`src/fsne_pkg.sv`:
```
package fsne_pkg;

    // Sequencer states
    typedef enum logic [3:0] {
        S_IDLE,
        S_ECHO,
        S_SIGN,
        S_MUL,
        S_DIG,
        S_DEC_OUT,
        S_PRE0,
        S_PREX,
        S_HEX_SKIP,
        S_HEX_OUT
    } t_state;

    // Character codes
    localparam logic [7:0] CH_PCT   = 8'd37;
    localparam logic [7:0] CH_MINUS = 8'd45;
    localparam logic [7:0] CH_ZERO  = 8'd48;
    localparam logic [7:0] CH_UP_A  = 8'd65;
    localparam logic [7:0] CH_UP_X  = 8'd88;
    localparam logic [7:0] CH_LO_A  = 8'd97;
    localparam logic [7:0] CH_LO_D  = 8'd100;
    localparam logic [7:0] CH_LO_I  = 8'd105;
    localparam logic [7:0] CH_LO_X  = 8'd120;

    // Divide by ten through a reciprocal multiply: q = (x * RECIP_TEN) >> RECIP_SHIFT
    localparam int          DATA_W      = 32;
    localparam logic [31:0] RECIP_TEN   = 32'hCCCC_CCCD;
    localparam int          RECIP_SHIFT = 35;

    // Number of 4-bit digits held for a decimal conversion
    localparam int DEC_DIGITS = 10;

    // Map a nibble to its ASCII hex digit
    function automatic logic [7:0] hex_ascii(input logic [3:0] nib, input logic upper);
        logic [7:0] base;
        base = upper ? CH_UP_A : CH_LO_A;
        if (nib < 4'd10) begin
            hex_ascii = CH_ZERO + {4'b0, nib};
        end else begin
            hex_ascii = base + {4'b0, nib - 4'd10};
        end
    endfunction

endpackage

```
`src/format_string_number_expander.sv`:
```
// Printf-style integer formatter. Each input transaction carries one format character and a
// 32-bit argument; output transactions carry one ASCII character each, with o_last marking the
// final character caused by that input. An ordinary character is echoed, '%' arms a pending
// specifier, and d/i, x, X after it print the argument as signed decimal or "0x" plus hex.
// The block takes one input transaction at a time and raises o_in_stall until its final
// character is loaded into the output register. Hex prints "0x", skips leading zero nibbles
// (keeping at least one) and prints the rest. Decimal prints '-' for a negative argument,
// runs each digit through the divide-by-ten unit (S_MUL, then S_DIG), then prints the
// digits, most significant first. Output back-pressure stalls the states that emit.
module format_string_number_expander
    import fsne_pkg::*;
(
    input  logic        i_clk,
    input  logic        i_rst_n,
    input  logic        i_in_valid,
    output logic        o_in_stall,
    input  logic [7:0]  i_fmt_char,
    input  logic [31:0] i_arg_value,
    output logic        o_out_valid,
    input  logic        i_out_stall,
    output logic [7:0]  o_out_char,
    output logic        o_last
);

    localparam int DIG_W = 4 * DEC_DIGITS;

    t_state             r_state, n_state;
    logic               r_pending, n_pending;
    logic               r_upper, n_upper;
    logic [DATA_W-1:0]  r_mag, n_mag;
    logic [DATA_W-1:0]  r_hex, n_hex;
    logic [DIG_W-1:0]   r_digits, n_digits;
    logic [3:0]         r_nd, n_nd;
    logic               r_out_valid;
    logic [7:0]         r_out_char;
    logic               r_out_last;

    logic               w_accept;
    logic               w_out_free;
    logic               w_emit;
    logic [7:0]         w_emit_char;
    logic               w_emit_last;
    logic               w_div_start;
    logic [DATA_W-1:0]  w_quot;
    logic [3:0]         w_rem;

    // Divide-by-ten unit, reused for every decimal digit
    fsne_div10 u_div10 (
        .i_clk      (i_clk),
        .i_start    (w_div_start),
        .i_dividend (r_mag),
        .o_quot     (w_quot),
        .o_rem      (w_rem)
    );

    assign o_in_stall  = (r_state != S_IDLE);
    assign w_accept    = i_in_valid && (r_state == S_IDLE);
    assign w_out_free  = !r_out_valid || !i_out_stall;
    assign o_out_valid = r_out_valid;
    assign o_out_char  = r_out_char;
    assign o_last      = r_out_last;

    // Hold sequencer state
    always_ff @(posedge i_clk) begin
        if (!i_rst_n) begin
            r_state   <= S_IDLE;
            r_pending <= 1'b0;
        end else begin
            r_state   <= n_state;
            r_pending <= n_pending;
        end
    end

    // Hold working registers
    always_ff @(posedge i_clk) begin
        r_upper  <= n_upper;
        r_mag    <= n_mag;
        r_hex    <= n_hex;
        r_digits <= n_digits;
        r_nd     <= n_nd;
    end

    // Sequence one input transaction
    always_comb begin
        n_state     = r_state;
        n_pending   = r_pending;
        n_upper     = r_upper;
        n_mag       = r_mag;
        n_hex       = r_hex;
        n_digits    = r_digits;
        n_nd        = r_nd;
        w_emit      = 1'b0;
        w_emit_char = r_mag[7:0];
        w_emit_last = 1'b0;
        w_div_start = 1'b0;

        unique case (r_state)
            S_IDLE: begin
                if (w_accept) begin
                    if (!r_pending) begin
                        if (i_fmt_char == CH_PCT) begin
                            n_pending = 1'b1;
                        end else begin
                            n_mag   = {24'b0, i_fmt_char};
                            n_state = S_ECHO;
                        end
                    end else begin
                        n_pending = 1'b0;
                        n_nd      = 4'd0;
                        priority if (i_fmt_char == CH_LO_D || i_fmt_char == CH_LO_I) begin
                            if (i_arg_value[DATA_W-1]) begin
                                n_mag   = ~i_arg_value + 32'd1;
                                n_state = S_SIGN;
                            end else begin
                                n_mag   = i_arg_value;
                                n_state = S_MUL;
                            end
                        end else if (i_fmt_char == CH_LO_X || i_fmt_char == CH_UP_X) begin
                            n_hex   = i_arg_value;
                            n_upper = (i_fmt_char == CH_UP_X);
                            n_nd    = 4'd8;
                            n_state = S_PRE0;
                        end else begin
                            n_state = S_IDLE;
                        end
                    end
                end
            end
            S_ECHO: begin
                if (w_out_free) begin
                    w_emit      = 1'b1;
                    w_emit_char = r_mag[7:0];
                    w_emit_last = 1'b1;
                    n_state     = S_IDLE;
                end
            end
            S_SIGN: begin
                if (w_out_free) begin
                    w_emit      = 1'b1;
                    w_emit_char = CH_MINUS;
                    n_state     = S_MUL;
                end
            end
            S_MUL: begin
                w_div_start = 1'b1;
                n_state     = S_DIG;
            end
            S_DIG: begin
                // push the digit; the newest (most significant) sits at the bottom
                n_digits = {r_digits[DIG_W-5:0], w_rem};
                n_nd     = r_nd + 4'd1;
                n_mag    = w_quot;
                n_state  = (w_quot == '0) ? S_DEC_OUT : S_MUL;
            end
            S_DEC_OUT: begin
                if (w_out_free) begin
                    w_emit      = 1'b1;
                    w_emit_char = CH_ZERO + {4'b0, r_digits[3:0]};
                    w_emit_last = (r_nd == 4'd1);
                    n_digits    = {4'b0, r_digits[DIG_W-1:4]};
                    n_nd        = r_nd - 4'd1;
                    if (r_nd == 4'd1) begin
                        n_state = S_IDLE;
                    end
                end
            end
            S_PRE0: begin
                if (w_out_free) begin
                    w_emit      = 1'b1;
                    w_emit_char = CH_ZERO;
                    n_state     = S_PREX;
                end
            end
            S_PREX: begin
                if (w_out_free) begin
                    w_emit      = 1'b1;
                    w_emit_char = CH_LO_X;
                    n_state     = S_HEX_SKIP;
                end
            end
            S_HEX_SKIP: begin
                // drop leading zero nibbles, keep at least one
                if (r_hex[DATA_W-1:DATA_W-4] == 4'd0 && r_nd > 4'd1) begin
                    n_hex = {r_hex[DATA_W-5:0], 4'b0};
                    n_nd  = r_nd - 4'd1;
                end else begin
                    n_state = S_HEX_OUT;
                end
            end
            S_HEX_OUT: begin
                if (w_out_free) begin
                    w_emit      = 1'b1;
                    w_emit_char = hex_ascii(r_hex[DATA_W-1:DATA_W-4], r_upper);
                    w_emit_last = (r_nd == 4'd1);
                    n_hex       = {r_hex[DATA_W-5:0], 4'b0};
                    n_nd        = r_nd - 4'd1;
                    if (r_nd == 4'd1) begin
                        n_state = S_IDLE;
                    end
                end
            end
            default: begin
                n_state = S_IDLE;
            end
        endcase
    end

    // Load the output register or drop a taken transaction
    always_ff @(posedge i_clk) begin
        if (!i_rst_n) begin
            r_out_valid <= 1'b0;
        end else if (w_emit) begin
            r_out_valid <= 1'b1;
        end else if (!i_out_stall) begin
            r_out_valid <= 1'b0;
        end
    end

    always_ff @(posedge i_clk) begin
        if (w_emit) begin
            r_out_char <= w_emit_char;
            r_out_last <= w_emit_last;
        end
    end

    // Checks
    a_rem_range: assert property (@(posedge i_clk) disable iff (!i_rst_n)
        (r_state == S_DIG) |-> (w_rem < 4'd10))
        else $error("decimal remainder out of range");

    a_digit_count: assert property (@(posedge i_clk) disable iff (!i_rst_n)
        (r_state == S_DIG) |-> (r_nd < 4'(DEC_DIGITS)))
        else $error("decimal digit count overflow");

    a_pct_arms: assert property (@(posedge i_clk) disable iff (!i_rst_n)
        (w_accept && !r_pending && i_fmt_char == CH_PCT) |=> (r_pending && r_state == S_IDLE))
        else $error("percent did not arm the specifier");

    a_last_ends: assert property (@(posedge i_clk) disable iff (!i_rst_n)
        (w_emit && w_emit_last) |=> (r_state == S_IDLE && !r_pending))
        else $error("final character did not end the transaction");

    a_no_overwrite: assert property (@(posedge i_clk) disable iff (!i_rst_n)
        w_emit |-> (!r_out_valid || !i_out_stall))
        else $error("output register overwritten while stalled");

endmodule

```
`src/fsne_div10.sv`:
```
module fsne_div10
    import fsne_pkg::*;
(
    input  logic                i_clk,
    input  logic                i_start,
    input  logic [DATA_W-1:0]   i_dividend,
    output logic [DATA_W-1:0]   o_quot,
    output logic [3:0]          o_rem
);

    localparam int PROD_W = 2 * DATA_W;
    localparam int QUOT_W = PROD_W - RECIP_SHIFT;

    logic [PROD_W-1:0] r_prod;
    logic [DATA_W-1:0] w_q10;

    // Register the reciprocal product; dividend is held by the caller meanwhile
    always_ff @(posedge i_clk) begin
        if (i_start) begin
            r_prod <= PROD_W'(i_dividend) * PROD_W'(RECIP_TEN);
        end
    end

    // Take the quotient, then recover the remainder from the low nibble
    assign o_quot = {{(DATA_W - QUOT_W){1'b0}}, r_prod[PROD_W-1:RECIP_SHIFT]};
    assign w_q10  = {o_quot[DATA_W-4:0], 3'b0} + {o_quot[DATA_W-2:0], 1'b0};
    assign o_rem  = i_dividend[3:0] - w_q10[3:0];

endmodule
```
`config.mk`:
```
export PLATFORM = sky130hd
export DESIGN_NAME = format_string_number_expander
export DESIGN_NICKNAME = d
export VERILOG_FILES = /design/src/fsne_pkg.sv /design/src/format_string_number_expander.sv /design/src/fsne_div10.sv
export SDC_FILE = /design/constraint.sdc
export NUM_CORES = 1
export LEC_CHECK = 0
export CAP_MARGIN = 10
export CORE_ASPECT_RATIO = 0.9
export CORE_MARGIN = 2
export CORE_UTILIZATION = 60
export CTS_BUF_LIST = sky130_fd_sc_hd__clkbuf_8
export DETAILED_ROUTE_END_ITERATION = 6
export DONT_BUFFER_PORTS = 1
export PLACE_DENSITY = 0.87
export SLEW_MARGIN = 20
export SYNTH_ARGS = -nofsm -noshare
export SYNTH_HDL_FRONTEND = slang
export SYNTH_HIERARCHICAL = 1
export SYNTH_SLANG_ARGS = --single-unit
```
`constraint.sdc`:
```
create_clock -name i_clk -period 7.3 [get_ports i_clk]
set_clock_uncertainty 0.05 [all_clocks]
set_input_delay 0.73 -clock i_clk [delete_from_list [all_inputs] [get_ports i_clk]]
set_output_delay 0.73 -clock i_clk [all_outputs]
set_load 0.1 [all_outputs]
```
==> results of run 1 <==
cells in the final DEF (no fill, tap or decap), types with 10 or more instances in the layout:
| cell | count |
|---|---|
| a21o_1 | 27 |
| a21oi_1 | 68 |
| and2_1 | 10 |
| and3_1 | 11 |
| buf_4 | 133 |
| clkbuf_8 | 17 |
| edfxtp_1 | 147 |
| fa_1 | 386 |
| ha_1 | 342 |
| inv_1 | 574 |
| mux2_2 | 61 |
| nand2_1 | 99 |
| nand2b_1 | 16 |
| nand3_1 | 24 |
| nand4_1 | 12 |
| nor2_1 | 43 |
| nor2b_1 | 17 |
| nor3_1 | 16 |
| nor4_1 | 11 |
| o21ai_0 | 65 |
| o21ai_1 | 10 |
| xnor2_1 | 46 |
| xor2_1 | 62 |
cells by family (layout without fill, tap and decap cells):
kind of cell,count (synthesis),count (layout),share of synthesized area
AND/OR/NAND/NOR,311,311,0.0700
multiplexers,67,67,0.0305
other,1,3,0.000153
adder cells (fa/ha/maj),746,746,0.499
AO/OA/AOI/OAI,283,283,0.0782
flip-flops,153,153,0.185
buffers and inverters,627,740,0.0980
XOR/XNOR,108,108,0.0386
per-layer routing:
layer / up-vias / share of wire / wire length, µm / GRT usage
li1: 7664 / - / - / -
met4: 0 / 0.039 / 2710 / 0.125
met1: 8711 / 0.40 / 28100 / 0.470
met5: - / 0 / 0 / 0
met3: 172 / 0.11 / 8000 / 0.0974
met2: 1032 / 0.45 / 31200 / 0.523
worst reg2reg max path: cells and delay by family (launching register included):
family / cells / cell delay, ps
compound gates: 8 / 1480
fa+ha+maj: 9 / 4340
buf+inv: 4 / 240
flops: 1 / 530
simple gates: 1 / 280
registers in the layout, indices dropped and copies added (netlist names), 4 cells and up:
register	count
r_nd	4
r_hex	32
r_mag	32
r_digits	40
r_state	4
u_div10/r_prod	29
o_out_char	8
metrics by stage:
stage	hold slack [ps]	TNS, ps
after CTS	298	0
after global routing	304	-68.1
after global placement	466	0
final	306	0
after detailed placement	478	0
after floorplan	446	0
cells in the mapped netlist, types with 7 or more instances:
library cell and n:
a211oi_1 7, a21o_1 27, a21oi_1 68, a31oi_1 9, and2_1 10, and3_1 11, buf_2 20, clkbuf_1 21
edfxtp_1 147, fa_1 387, ha_1 358, inv_1 574, mux2_2 61, nand2_1 99, nand2b_1 16, nand3_1 24
nand4_1 12, nor2_1 44, nor2b_1 17, nor3_1 18, nor4_1 13, o21a_1 9, o21ai_0 66, o21ai_1 11
o31ai_1 10, xnor2_1 46, xor2_1 62
path summary, 6_finish.rpt:
path / slack, ps / start / to
max: 110 / r_mag[19]$_DFFE_PP_ / u_div10/r_prod[57]$_DFFE_PP_
min: 310 / i_rst_n / r_state[3]$_SDFFE_PN0P_
min reg2reg: 500 / r_hex[27]$_DFFE_PP_ / r_hex[31]$_DFFE_PP_
max reg2reg: 110 / r_mag[19]$_DFFE_PP_ / u_div10/r_prod[57]$_DFFE_PP_
timing repair:
action | in CTS | in global routing
hold buffers | 0 | 0
gates resized for setup | 1 | 33
endpoints found under the setup margin | 2 | 17
setup buffers | 0 | 22
hold endpoints to repair | 0 | 0
pin swaps | 0 | 7
cell type report:
cell class                 instances  area, µm²  share of cell area
multi-input combinational       1518      17800               0.670
inverter                         575       2160              0.0812
sequential                       153       4530               0.171
tap                              540        676              0.0254
clock buffer                      17        234             0.00880
clock inverter                    15        179             0.00673
timing repair buffer             133        998              0.0376
==> reports/results.tsv, run 1 <==
metric	value	unit
final core occ	0.657	
register area share after synthesis	0.185	
Worst-Skew Late Latency	500	ps
area leader, netlist	fa_1	
I/O pins	55	
WL per Instance	23.7	µm
Startpoint Class	register	
Ant. Diodes	0	
post-DP HPWL	59900	µm
Final Hold Viols	0	
Crit Path Category	reg2reg	
synth top area cells	fa_1, ha_1, edfxtp_1	
Core Footprint	40500	µm²
Die Span Y	196	µm
Max Transition Viols Final	0	
full die area	42500	µm²
Remaining Overflow, GRT	0	
Finished Layout Cells	2951	
die width	217	µm
first-pass GRT wire length	108000	µm
clock root buffer master	clkbuf_8	
vias in the first global route	18700	
dominant synthesized flop cell	edfxtp_1	
Crit path max-delay family	adder cells	
row count	70	
Crit-path slowest cell	fa_1	
slowest stage delay, CP	600	ps
Clk pin slew, worst setup/hold paths	110	ps
Hold/Removal Path Class	in2reg	
status	finished clean	
CTS Buffer Depth	2	
CTS HTree Levels	4	
CTS tree	built	
initial antenna violation count	1	
Synth Area per Inst	10.7	µm²
DR DRC count	0	
CTS Sinks	153	
fraction of layout cells with a size suffix above 1	0.124	
count of final setup violators	0	
CTS Buf Count	17	
pin count of the biggest net entering global routing	43	
number of cells after detailed placement	2897	
Place WS	11.2	ps
EDFF count, synth	147	
crit path cell chain	ha_2 > inv_1 > fa_1 > inv_1 > fa_1 > fa_2 > fa_1 > fa_1 > fa_1 > inv_1 > fa_1 > inv_1 > ha_1 > a21oi_2 > a31oi_1 > a211oi_1 > o21ai_0 > a21o_1 > nor2_1 > o31ai_2 > a21oi_1 > o21ai_1	
total vias in the final route	17600	
post-synth top area share	0.316	
Crit path buffers/inverters	4	
worst endpoint required time	7480	ps
vias per cell	5.96	
critical path arrival	7360	ps
placed cell area	25800	µm²
PnR worst setup slack	113	ps
TritonRoute pass-1 iters	6	
GRT Total Usage	0.343	
crit-path most repeated cell	fa_1	
Crit path depth	22	
Layout Nets	3187	
area delta synth->final	8.52	%
Initial Util	0.606	
Fill cells	3102	
slew margin rel.	0.307	
period utilisation layout	0.985	
WHS Path Cells	1	
fin crit period	7190	ps
Routed WL	69900	µm
Cells after Synth	2296	
library cells used by synthesis	94	
Yosys reg bits	153	
Max Fclk	0.139	GHz
Final ANT Viol Nets	0	
gp weighted congestion	1.12	
ys async rst share	0	
Least-Margin Pin Slew	1040	ps
crit path max fanout	6	
synth warn	6	
mapped cell area	24500	µm²
max_cap viols	0	
Critical Path End Type	register	
PortBufs	0	
DR iter-0 viols	1679	
FF-to-FF path depth	22	
Design Area, Final	26600	µm²
Power of run 1 is left out: the tool's default activity adds up to more than one toggle a clock period on the data nets, which glitch-free logic cannot reach.
==> run 2: changes to the inputs <==
--- a/config.mk
+++ b/config.mk
@@ -12,2 +12,3 @@
 export CTS_BUF_LIST = sky130_fd_sc_hd__clkbuf_8
+export CTS_CLUSTER_SIZE = 25
 export DETAILED_ROUTE_END_ITERATION = 6
==> constraint.sdc (replaced) <==
create_clock -name i_clk -period 7.3 [get_ports i_clk]
set_clock_uncertainty 0.05 [all_clocks]
set_input_delay 0.365 -clock i_clk [delete_from_list [all_inputs] [get_ports i_clk]]
set_output_delay 0.365 -clock i_clk [all_outputs]
set_load 0.1 [all_outputs]
==> reports/results.tsv, run 2 (same netlist as run 1, synthesis figures left out) <==
metric	value	unit	change
post-DP HPWL	59900	µm	unchanged
max FFs per register	40		unchanged
slowest stage delay, CP	600	ps	about the same
met1 usage	0.469		was 0.470
die width	217	µm	unchanged
DR iter-0 viols	1837		was 1679
Ant. Diodes	0		unchanged
fraction of layout cells with a size suffix above 1	0.124		about the same
full die area	42500	µm²	unchanged
slew margin rel.	0.307		about the same
period utilisation layout	0.987		was 0.985
crit path cell chain	ha_2 > inv_1 > fa_1 > inv_1 > fa_1 > fa_2 > fa_1 > fa_1 > fa_1 > inv_1 > fa_1 > inv_1 > ha_1 > a21oi_2 > a31oi_1 > a211oi_1 > o21ai_0 > a21o_1 > nor2_1 > o31ai_2 > a21oi_1 > o21ai_1		unchanged
met2 global-route usage	0.523		about the same
WL per Instance	23.7	µm	about the same
DR DRC count	0		unchanged
CTS HTree Levels	4		unchanged
Crit path max-delay family	adder cells		unchanged
crit-path most repeated cell	fa_1		unchanged
commonest non-fill, non-tap cell in the layout	inv_1		unchanged
Remaining Overflow, GRT	0		unchanged
Critical Path End Type	register		unchanged
pin count of the biggest net entering global routing	43		unchanged
gp weighted congestion	1.12		unchanged
min-delay src	i_arg_value[2]		was i_rst_n
Layout Nets	3189		was 3187
vias per cell	5.96		about the same
CTS Sinks	153		unchanged
row count	70		unchanged
fin crit period	7200	ps	was 7190 ps
R2R Path Start	r_mag[19]$_DFFE_PP_		unchanged
Critical Path Start	r_mag[19]$_DFFE_PP_		unchanged
Worst-Skew Late Latency	500	ps	about the same
Top Registers	r_digits (40), r_hex (32), r_mag (32)		unchanged
first-pass GRT wire length	108000	µm	about the same
CTS Buf Count	17		unchanged
initial antenna violation count	1		unchanged
Max Transition Viols Final	0		unchanged
Crit-path slowest cell	fa_1		unchanged
CTS Buffer Depth	2		unchanged
CTS tree	built		unchanged
critical path arrival	7380	ps	was 7360 ps
worst endpoint required time	7480	ps	about the same
Die Span Y	196	µm	unchanged
Max Fclk	0.139	GHz	about the same
Crit Path Category	reg2reg		unchanged
crit path max fanout	6		unchanged
Crit path buffers/inverters	4		unchanged
Top reg by flops	r_digits		unchanged
Startpoint Class	register		unchanged
status	finished clean		unchanged
clock root buffer master	clkbuf_8		unchanged
hold_ws	35.9	ps	was 306 ps
Clk pin slew, worst setup/hold paths	110	ps	about the same
Final ANT Viol Nets	0		unchanged
total vias in the final route	17600		about the same
I/O pins	55		unchanged
Fill cells	3100		was 3102
area delta synth->final	8.60	%	was 8.52%
Hold/Removal Path Class	in2reg		unchanged
max_cap viols	0		unchanged
Initial Util	0.606		unchanged
Core Footprint	40500	µm²	unchanged
PortBufs	0		unchanged
GRT Total Usage	0.343		about the same
Least-Margin Pin Slew	1040	ps	about the same
vias in the first global route	18700		about the same
Final Hold Viols	0		unchanged
count of final setup violators	0		unchanged
most frequent cells in the layout	inv_1, fa_1, ha_1, edfxtp_1, buf_4		unchanged
Routed WL	70100	µm	was 69900 µm
TritonRoute pass-1 iters	7		was 6
Global Route met3 Usage	0.0972		was 0.0974
grt peak-use layer	met2		unchanged
-- run 2: final cells by class --
cell class                 count  area [µm²]  share of cell area
clock buffer                  17         234             0.00879
clock inverter                15         179             0.00672
inverter                     575        2160              0.0811
multi-input combinational   1518       17800               0.669
sequential                   153        4530               0.170
tap                          540         676              0.0254
timing repair buffer         135        1020              0.0383
-- run 2: layer usage --
layer | routed length [µm] | up-vias
li1 | - | 7673
met1 | 28000 | 8722
met2 | 31000 | 1005
met3 | 8140 | 193
met4 | 2920 | 0
met5 | 0 | -
-- run 2: repair_timing --
action / 4_1_cts / 5_1_grt
setup buffers: 0 / 22
hold buffers: 2 / 0
pin swaps: 0 / 7
endpoints found under the hold margin: 7 / 0
resized for setup: 1 / 33
endpoints found under the setup margin: 2 / 17
-- run 2: final timing paths --
kind / to / slack [ps] / cells after the start
max: u_div10/r_prod[57]$_DFFE_PP_ / 100 / 22
max reg2reg: u_div10/r_prod[57]$_DFFE_PP_ / 100 / 22
min reg2reg: r_hex[31]$_DFFE_PP_ / 490 / 2
min: r_hex[2]$_SDFFCE_PP0P_ / 40 / 1
-- run 2: metrics by stage --
stage,utilization,std cells,setup WS [ps],setup TNS [ps],area [µm²]
after global routing,0.658,2953,-32.0,-66.1,26600
after detailed placement,0.638,2897,11.2,0,25800
final,0.658,2953,97.4,0,26600
after CTS,0.649,2931,77.5,0,26300
after floorplan,-,2298,633,0,24500
after global placement,0.638,2897,226,0,25800
Power of run 2 is left out for the same reason.
==> run 3: changes to the inputs <==
- SYNTH_HIERARCHICAL: 1 -> not set
==> reports/results.tsv, run 3 <==
metric	value	unit	change
gp weighted congestion	1.05		was 1.12
PnR worst setup slack	100	ps	was 97.4 ps
Crit-path slowest cell	fa_2		was fa_1
initial antenna violation count	0		was 1
syn_nets	3278		
max_cap viols	0		unchanged
Crit path max-delay family	adder cells		unchanged
Startpoint Class	register		unchanged
ys async rst share	0		unchanged
commonest non-fill, non-tap cell in the layout	inv_1		unchanged
Yosys reg bits	153		unchanged
Routed WL	70800	µm	was 70100 µm
CTS Sinks	153		unchanged
clock root buffer master	clkbuf_8		unchanged
synth top area cells	fa_1, ha_1, edfxtp_1		unchanged
crit path cell chain	ha_2 > inv_1 > fa_1 > inv_1 > fa_1 > inv_1 > fa_1 > inv_1 > fa_1 > fa_2 > fa_1 > ha_1 > ha_1 > nand4_1 > or4_4 > a211oi_2 > buf_4 > o31a_1 > a41o_1 > a21oi_1 > xnor2_1		was ha_2 > inv_1 > fa_1 > inv_1 > fa_1 > fa_2 > fa_1 > fa_1 > fa_1 > inv_1 > fa_1 > inv_1 > ha_1 > a21oi_2 > a31oi_1 > a211oi_1 > o21ai_0 > a21o_1 > nor2_1 > o31ai_2 > a21oi_1 > o21ai_1
crit-path most repeated cell	fa_1		unchanged
number of cells after detailed placement	3087		was 2897
Worst-Skew Late Latency	480	ps	was 500 ps
Max Fclk	0.139	GHz	about the same
post-synth top area share	0.314		was 0.316
Top reg by flops	r_digits		unchanged
row count	70		unchanged
count of final setup violators	0		unchanged
Layout Nets	3384		was 3189
Max Transition Viols Final	0		unchanged
Crit Path Category	reg2reg		unchanged
Final ANT Viol Nets	0		unchanged
CTS tree	built		unchanged
WL per Instance	22.5	µm	was 23.7 µm
most instantiated cells after synthesis	inv_1, fa_1, ha_1, nand2_1, edfxtp_1		was inv_1, fa_1, ha_1, edfxtp_1, nand2_1
Least-Margin Pin Slew	1030	ps	was 1040 ps
fraction of layout cells with a size suffix above 1	0.0901		was 0.124
area leader, netlist	fa_1		unchanged
slew margin rel.	0.309		was 0.307
CTS HTree Levels	4		unchanged
period utilisation layout	0.986		was 0.987
CTS Buf Count	17		unchanged
DR DRC count	0		unchanged
pin count of the biggest net entering global routing	46		was 43
Initial Util	0.606		about the same
max FFs per register	40		unchanged
CTS Buffer Depth	2		unchanged
top-count cell post-synth	inv_1		unchanged
vias per cell	5.88		was 5.96
Core Footprint	40600	µm²	was 40500 µm²
crit path max fanout	4		was 6
EDFF count, synth	147		unchanged
GRT Total Usage	0.345		was 0.343
area delta synth->final	9.43	%	was 8.60%
Synth Area per Inst	9.87	µm²	was 10.7 µm²
most frequent cells in the layout	inv_1, fa_1, ha_1, nand2_1, edfxtp_1		was inv_1, fa_1, ha_1, edfxtp_1, buf_4
Crit path buffers/inverters	5		was 4
Place WS	-44.5	ps	was 11.2 ps
PortBufs	0		unchanged
Finished Layout Cells	3148		was 2953
Top Registers	r_digits (40), r_hex (32), r_mag (32)		unchanged
unrepaired setup endpoints after global routing	true		
post-DP HPWL	60200	µm	was 59900 µm
Final Hold Viols	0		unchanged
worst endpoint required time	7480	ps	about the same
I/O pins	55		unchanged
full die area	42600	µm²	was 42500 µm²
TritonRoute pass-1 iters	6		was 7
register area share after synthesis	0.185		about the same
synth warn	0		was 6
library cells used by synthesis	71		was 94
Ant. Diodes	0		unchanged
Die Span Y	196	µm	about the same
slowest stage delay, CP	650	ps	was 600 ps
DR iter-0 viols	1977		was 1837
Clk pin slew, worst setup/hold paths	110	ps	about the same
vias in the first global route	19700		was 18700
total vias in the final route	18500		was 17600
critical path arrival	7380	ps	about the same
Critical Path End Type	register		unchanged
mapped cell area	24600	µm²	was 24500 µm²
Hold/Removal Path Class	in2reg		unchanged
fin crit period	7200	ps	about the same
die width	217	µm	about the same
Remaining Overflow, GRT	0		unchanged
status	finished clean		unchanged
Cells after Synth	2489		was 2296
first-pass GRT wire length	110000	µm	was 108000 µm
dominant synthesized flop cell	edfxtp_1		unchanged
## run 3: timing repair
item,CTS,global route
hold buffers,8,0
cloned,0,0
pin swaps,0,4
endpoints found under the setup margin,7,19
endpoints found under the hold margin,13,0
gates resized for setup,5,61
setup buffers,3,17
## run 3: final timing paths
check | end | from | slack, ps | cells after the start
setup / recovery | u_div10.r_prod[60]$_DFFE_PP_ | r_mag[23]$_DFFE_PP_ | 100 | 21
hold / removal | r_hex[12]$_DFFE_PP_ | i_arg_value[12] | 20 | 2
setup reg to reg | u_div10.r_prod[60]$_DFFE_PP_ | r_mag[23]$_DFFE_PP_ | 100 | 21
hold reg to reg | r_hex[12]$_DFFE_PP_ | r_hex[8]$_DFFE_PP_ | 470 | 2
## run 3: cells by family after synthesis
logic type               count (synthesis)  synth area share
adder cells (fa/ha/maj)                746             0.498
buffers and inverters                  622            0.0955
AND/OR/NAND/NOR                        516            0.0955
AO/OA/AOI/OAI                          338            0.0861
flip-flops                             153             0.185
XOR/XNOR                               112            0.0399
multiplexers                             2          0.000815
## run 3: metrics by stage
stage / cell area, µm² / utilization / setup TNS (ps) / hold slack [ps]
6_report: 26900 / 0.663 / 0 / 19.0
2_1_floorplan: 24600 / - / 0 / 434
5_1_grt: 26900 / 0.663 / -87.0 / 6.86
3_5_place_dp: 25900 / 0.639 / -71.9 / 452
3_3_place_gp: 25900 / 0.639 / 0 / 442
4_1_cts: 26400 / 0.652 / 0 / 1.02
## run 3: final cells by class
| cell class | count | area, µm² |
|---|---|---|
| tap | 540 | 676 |
| clock inverter | 15 | 175 |
| timing repair buffer | 142 | 1110 |
| clock buffer | 17 | 234 |
| multi-input combinational | 1714 | 18000 |
| inverter | 567 | 2130 |
| sequential | 153 | 4530 |
| fill | 3044 | 13700 |
## run 3: routing by layer
layer / global-route usage / part of all wire
met5: 0 / 0
met4: 0.0916 / 0.029
met3: 0.122 / 0.13
met2: 0.523 / 0.44
met1: 0.473 / 0.40
Power of run 3 is left out for the same reason.
